<file path="config.mk">
export PLATFORM = sky130hd
export DESIGN_NAME = dtbs_ctrl
export DESIGN_NICKNAME = d
export VERILOG_FILES = /design/src/dtbs_pkg.sv /design/src/dtbs_ctrl.sv
export VERILOG_INCLUDE_DIRS = /design/src /design/src/src
export SDC_FILE = /design/constraint.sdc
export NUM_CORES = 1
export LEC_CHECK = 0
export BUFFER_PORTS_ARGS = -buffer_cell sky130_fd_sc_hd__buf_2
export CAP_MARGIN = 30
export CORE_AREA = 10 10 47 49
export DETAILED_ROUTE_END_ITERATION = 10
export DIE_AREA = 0 0 57 59
export HOLD_SLACK_MARGIN = 0.06
export PLACE_DENSITY = 0.41
export SLEW_MARGIN = 5
export SYNTH_ARGS = -nofsm -noshare
export SYNTH_HDL_FRONTEND = slang
export SYNTH_SLANG_ARGS = --single-unit
</file>
<file path="constraint.sdc">
create_clock -name clk_i -period 1.2 [get_ports clk_i]
set_input_delay 0.18 -clock clk_i [delete_from_list [all_inputs] [get_ports clk_i]]
set_output_delay 0.18 -clock clk_i [all_outputs]
set_load 0.05 [all_outputs]
</file>
<file path="src/descending_table_binary_search_macros.svh">
// assertion macros shared by the search block modules
// no dependencies; included by files that carry concurrent checks
`ifndef DESCENDING_TABLE_BINARY_SEARCH_MACROS_SVH
`define DESCENDING_TABLE_BINARY_SEARCH_MACROS_SVH

// check disabled while reset is asserted
`define DTBS_ASSERT(name, clk, rst_n, prop, msg) \
  name: assert property (@(posedge clk) disable iff (!rst_n) (prop)) else $error(msg);

// check that also holds across reset
`define DTBS_ASSERT_NR(name, clk, prop, msg) \
  name: assert property (@(posedge clk) (prop)) else $error(msg);

`endif

</file>
<file path="src/dtbs_pkg.sv">
// shared widths, operation codes and controller/datapath interface types
// no dependencies
`timescale 1ns / 1ps

package dtbs_pkg;

  localparam int unsigned LEN_W         = 9;
  localparam int unsigned IDX_W         = 8;
  localparam int unsigned ID_W          = 32;
  localparam int unsigned TGT_W         = 64;
  localparam int unsigned DEFAULT_DEPTH = 256;

  localparam logic FUNC_WRITE  = 1'b0;
  localparam logic FUNC_LOOKUP = 1'b1;

  typedef struct packed {
    logic write;
    logic start;
    logic probe;
    logic finish;
    logic finish_empty;
  } dp_cmd_t;

  typedef struct packed {
    logic empty;
    logic hit;
    logic last;
    logic out_free;
  } dp_status_t;

endpackage

</file>
<file path="src/dtbs_ctrl.sv">
// search sequencer: accepts transfers, steps probes, hands results to the datapath
// depends on dtbs_pkg and the assertion macro header
`timescale 1ns / 1ps
`include "descending_table_binary_search_macros.svh"

module dtbs_ctrl (
  input  logic                 clk_i,
  input  logic                 rst_ni,
  input  logic                 in_valid_i,
  output logic                 in_stall_o,
  input  logic                 func_i,
  input  dtbs_pkg::dp_status_t status_i,
  output dtbs_pkg::dp_cmd_t    cmd_o
);

  typedef enum logic [2:0] {
    ST_IDLE   = 3'b001,
    ST_SEARCH = 3'b010,
    ST_EMPTY  = 3'b100
  } state_e;

  state_e state_q, state_d;
  logic   in_xfer;
  logic   search_done;

  assign in_stall_o  = (state_q != ST_IDLE);
  assign in_xfer     = in_valid_i && !in_stall_o;
  assign search_done = status_i.hit || status_i.last;

  always_comb begin
    state_d = state_q;
    cmd_o   = '0;
    unique case (state_q)
      ST_IDLE: begin
        if (in_xfer) begin
          if (func_i == dtbs_pkg::FUNC_WRITE) begin
            cmd_o.write = 1'b1;
          end else if (status_i.empty) begin
            state_d = ST_EMPTY;
          end else begin
            cmd_o.start = 1'b1;
            state_d     = ST_SEARCH;
          end
        end
      end
      ST_SEARCH: begin
        if (!search_done) begin
          cmd_o.probe = 1'b1;
        end else if (status_i.out_free) begin
          cmd_o.finish = 1'b1;
          state_d      = ST_IDLE;
        end
      end
      ST_EMPTY: begin
        if (status_i.out_free) begin
          cmd_o.finish_empty = 1'b1;
          state_d            = ST_IDLE;
        end
      end
      default: begin
        state_d = ST_IDLE;
      end
    endcase
  end

  always_ff @(posedge clk_i or negedge rst_ni) begin
    if (!rst_ni) begin
      state_q <= ST_IDLE;
    end else begin
      state_q <= state_d;
    end
  end

  `DTBS_ASSERT(a_cmd_onehot0, clk_i, rst_ni, $onehot0(cmd_o), "more than one datapath command")
  `DTBS_ASSERT(a_table_write_idle, clk_i, rst_ni, cmd_o.write |-> !in_stall_o && in_valid_i,
               "table write outside an input transfer")

endmodule

</file>
==> qor.csv <==
metric;value;unit
Worst-Margin Slew;483;ps
synth unique cells;16;
Worst EP arrival;1400;ps
Area contributors post-synth;dfrtp_1 26%, dfstp_2 14%, and4bb_1 6.6%;
Rel. slew slack;67.3;%
final setup fails;9;
vias in the first global route;290;
P&R area growth vs syn;153;%
clock buffer depth;2;
failing checks;negative setup slack;
diode count;0;
DR WL/cell;11.5;µm
root buffer cell;clkbuf_4;
IO buf count;13;
placed cell area;317;µm²
synthesized-area fraction occupied by adder cells;0;%
Seq. cell area;76.3;µm²
FP Rows;14;
WHS;207;ps
Final Cell Area;480;µm²
Leakage;0.232;nW
critical path type;flip-flop to primary output;
Clock transition at path regs;40;ps
register area share after synthesis;40.1;%
WHS Endpoint;state_q[1];
CTS Sinks;3;
Worst R2R Setup Slack;-170;ps
Vias;249;
Clk Latency, worst-skew pair;230;ps
final core utilization;34.3;%
total grt overflow;0;
xor/xnor share of the synthesized area;0;%
first-pass GRT wire length;1.21;mm
fraction of layout instances using a drive strength above 1;78.3;%
largest vdd supply drop;0.000664;V
Starting DRT DRC Count;1;
worst clock skew;4.00;ps
Die W;57;µm
chip height;59;µm
Initial Utilization;13.6;%
Int Power;0.000320;W
die area;3360;µm²
worst-path fanout max;4;
crit end category;primary output;
Switching Fraction;30.8;%
H-tree depth;1;
Setup WS post-layout;-378;ps
total CTS buffers;3;
mux share of post-synthesis cell area;0;%
hpwl dp;530;µm
Ys Warns;0;
reg-to-reg endpoint;state_q[1];
Critical Path Source Type;flip-flop;
R2R Path Start;state_q[0];
post-synth top area cell;dfrtp_1;
antenna viol nets, final;0;
HP Start;status_i[3];
TNS Setup;-2480;ps
PD cells;964;nW/µm²
Final Hold Fails;0;
largest net degree at the start of global routing;5;
worst min-delay path class;primary input to flip-flop;
max capacitance violation total;0;
io pins;14;
Switch Pwr;0.000143;W
Total Power;0.000463;W
RePlAce Congestion;0.709;
simple-gate share of the synthesized area;47.4;%
post-synthesis instance total;20;
Logic pwr share;37.2;%
compound-cell area share of the yosys netlist;10.5;%
multi-input logic area;170;µm²
CTS tree;yes;
status;finished, violations left;
GRT Util Overall;4.72;%
Post-Route WL;710;µm
Tcrit/Tclk final;132;%
Largest regs;state_q (3);
max FFs per register;3;
RSZ-0062 raised after global routing;yes;
drt pass-1 iters;2;
Avg Cell Area, Syn;9.51;µm²
fillers;148;
clock share of power;37.4;%
Biggest register;state_q;
maximum clock frequency;634;MHz
core area;1400;µm²
main combinational cell family by area after synthesis;simple AND/OR/NAND/NOR gates;
Syn Std Cell Area;190;µm²
Net Count, Synth;28;
reg2reg path depth;5;
initial antenna violation count;0;
Reg power frac;25.4;%
Hold Crit Depth;2;
#FFs+latches synth;3;
final max-slew violation count;0;
area share of the largest cell type after synthesis;26.3;%
drt drc;0;
Final nets;55;
Worst Path Required;1020;ps
Via-to-Cell Ratio;4.02;
post-layout min period;1580;ps
-- critical path, stage by stage, from the launching register on --
cell and delay (ps):
dfstp_2 540, nor3b_4 230, nand3_2 130, nor2_4 100
buf_6 160
-- layout by cell type (no fill, tap or decap), types with 2 or more instances in the layout --
master and count:
buf_2 7, buf_4 5, buf_6 9, clkbuf_4 3
dfrtp_1 2, nor2_4 3
-- routing by layer --
metal  share of wire (%)  GRT usage [%]  vias up
met5                   0              0        -
met4                   0           3.02        0
met3                  13           4.29        0
met2                  47           6.67       13
met1                  40           4.43      110
li1                    -              -      126
-- repair_timing --
| action | in CTS | in global routing |
|---|---|---|
| hold endpoints to repair | 3 | 0 |
| hold buffers | 1 | 0 |
| resized for setup | 16 | 5 |
| setup buffers | 3 | 4 |
| endpoints found under the setup margin | 7 | 9 |
| pin swaps | 3 | 3 |
| cloned | 0 | 0 |
-- layout make-up --
| class | count | share of cell area [%] |
|---|---|---|
| Inverter | 1 | 0.781 |
| Clock buffer | 4 | 5.47 |
| Tap cell | 16 | 4.17 |
| Multi-Input combinational cell | 16 | 35.4 |
| Sequential cell | 3 | 15.9 |
| Timing Repair Buffer | 22 | 38.3 |
-- how the worst max path moves through the flow --
stage / startpoint / to / slack [ps] / cells past startpoint
finish: state_q[0] / cmd_o[3] / -380 / 4
global route: state_q[0] / cmd_o[3] / -470 / 4
CTS: state_q[1] / cmd_o[2] / -390 / 3
detailed placement: state_q[0] / cmd_o[3] / -290 / 4
global placement: state_q[0] / cmd_o[3] / -260 / 4
floorplan: state_q[2] / cmd_o[2] / -200 / 2
-- synthesized netlist by cell type --
master    count
nor2_1        3
dfrtp_1       2
nor3_1        2
a21o_1        1
and3_1        1
and4bb_1      1
dfstp_2       1
inv_1         1
nand2_1       1
nand3_1       1
nor2b_2       1
nor3b_2       1
nor4b_1       1
o21ai_0       1
o21bai_1      1
or3b_4        1
-- per-stage QoR --
step	instances	worst slack, ps
floorplan	20	-201
global placement	50	-263
detailed placement	50	-288
CTS	58	-386
global route	62	-470
finish	62	-378
-- cells by family (layout without fill, tap and decap cells) --
group                  after synthesis  count (layout)
buffers and inverters                1              27
DFF                                  3               3
and+or+nand+nor                     13              13
AOI/OAI and AO/OA                    3               3
-- power by group through the flow --
stage / registers (W) / clock network (W) / logic (W)
2_1_floorplan: 0.000117 / 0 / 0.0000713
3_3_place_gp: 0.000118 / 0 / 0.000107
3_5_place_dp: 0.000118 / 0 / 0.000108
4_1_cts: 0.000118 / 0.000183 / 0.000150
5_1_grt: 0.000119 / 0.000197 / 0.000186
6_report: 0.000118 / 0.000173 / 0.000172
Note: power is estimated with default switching activity, not from simulation.
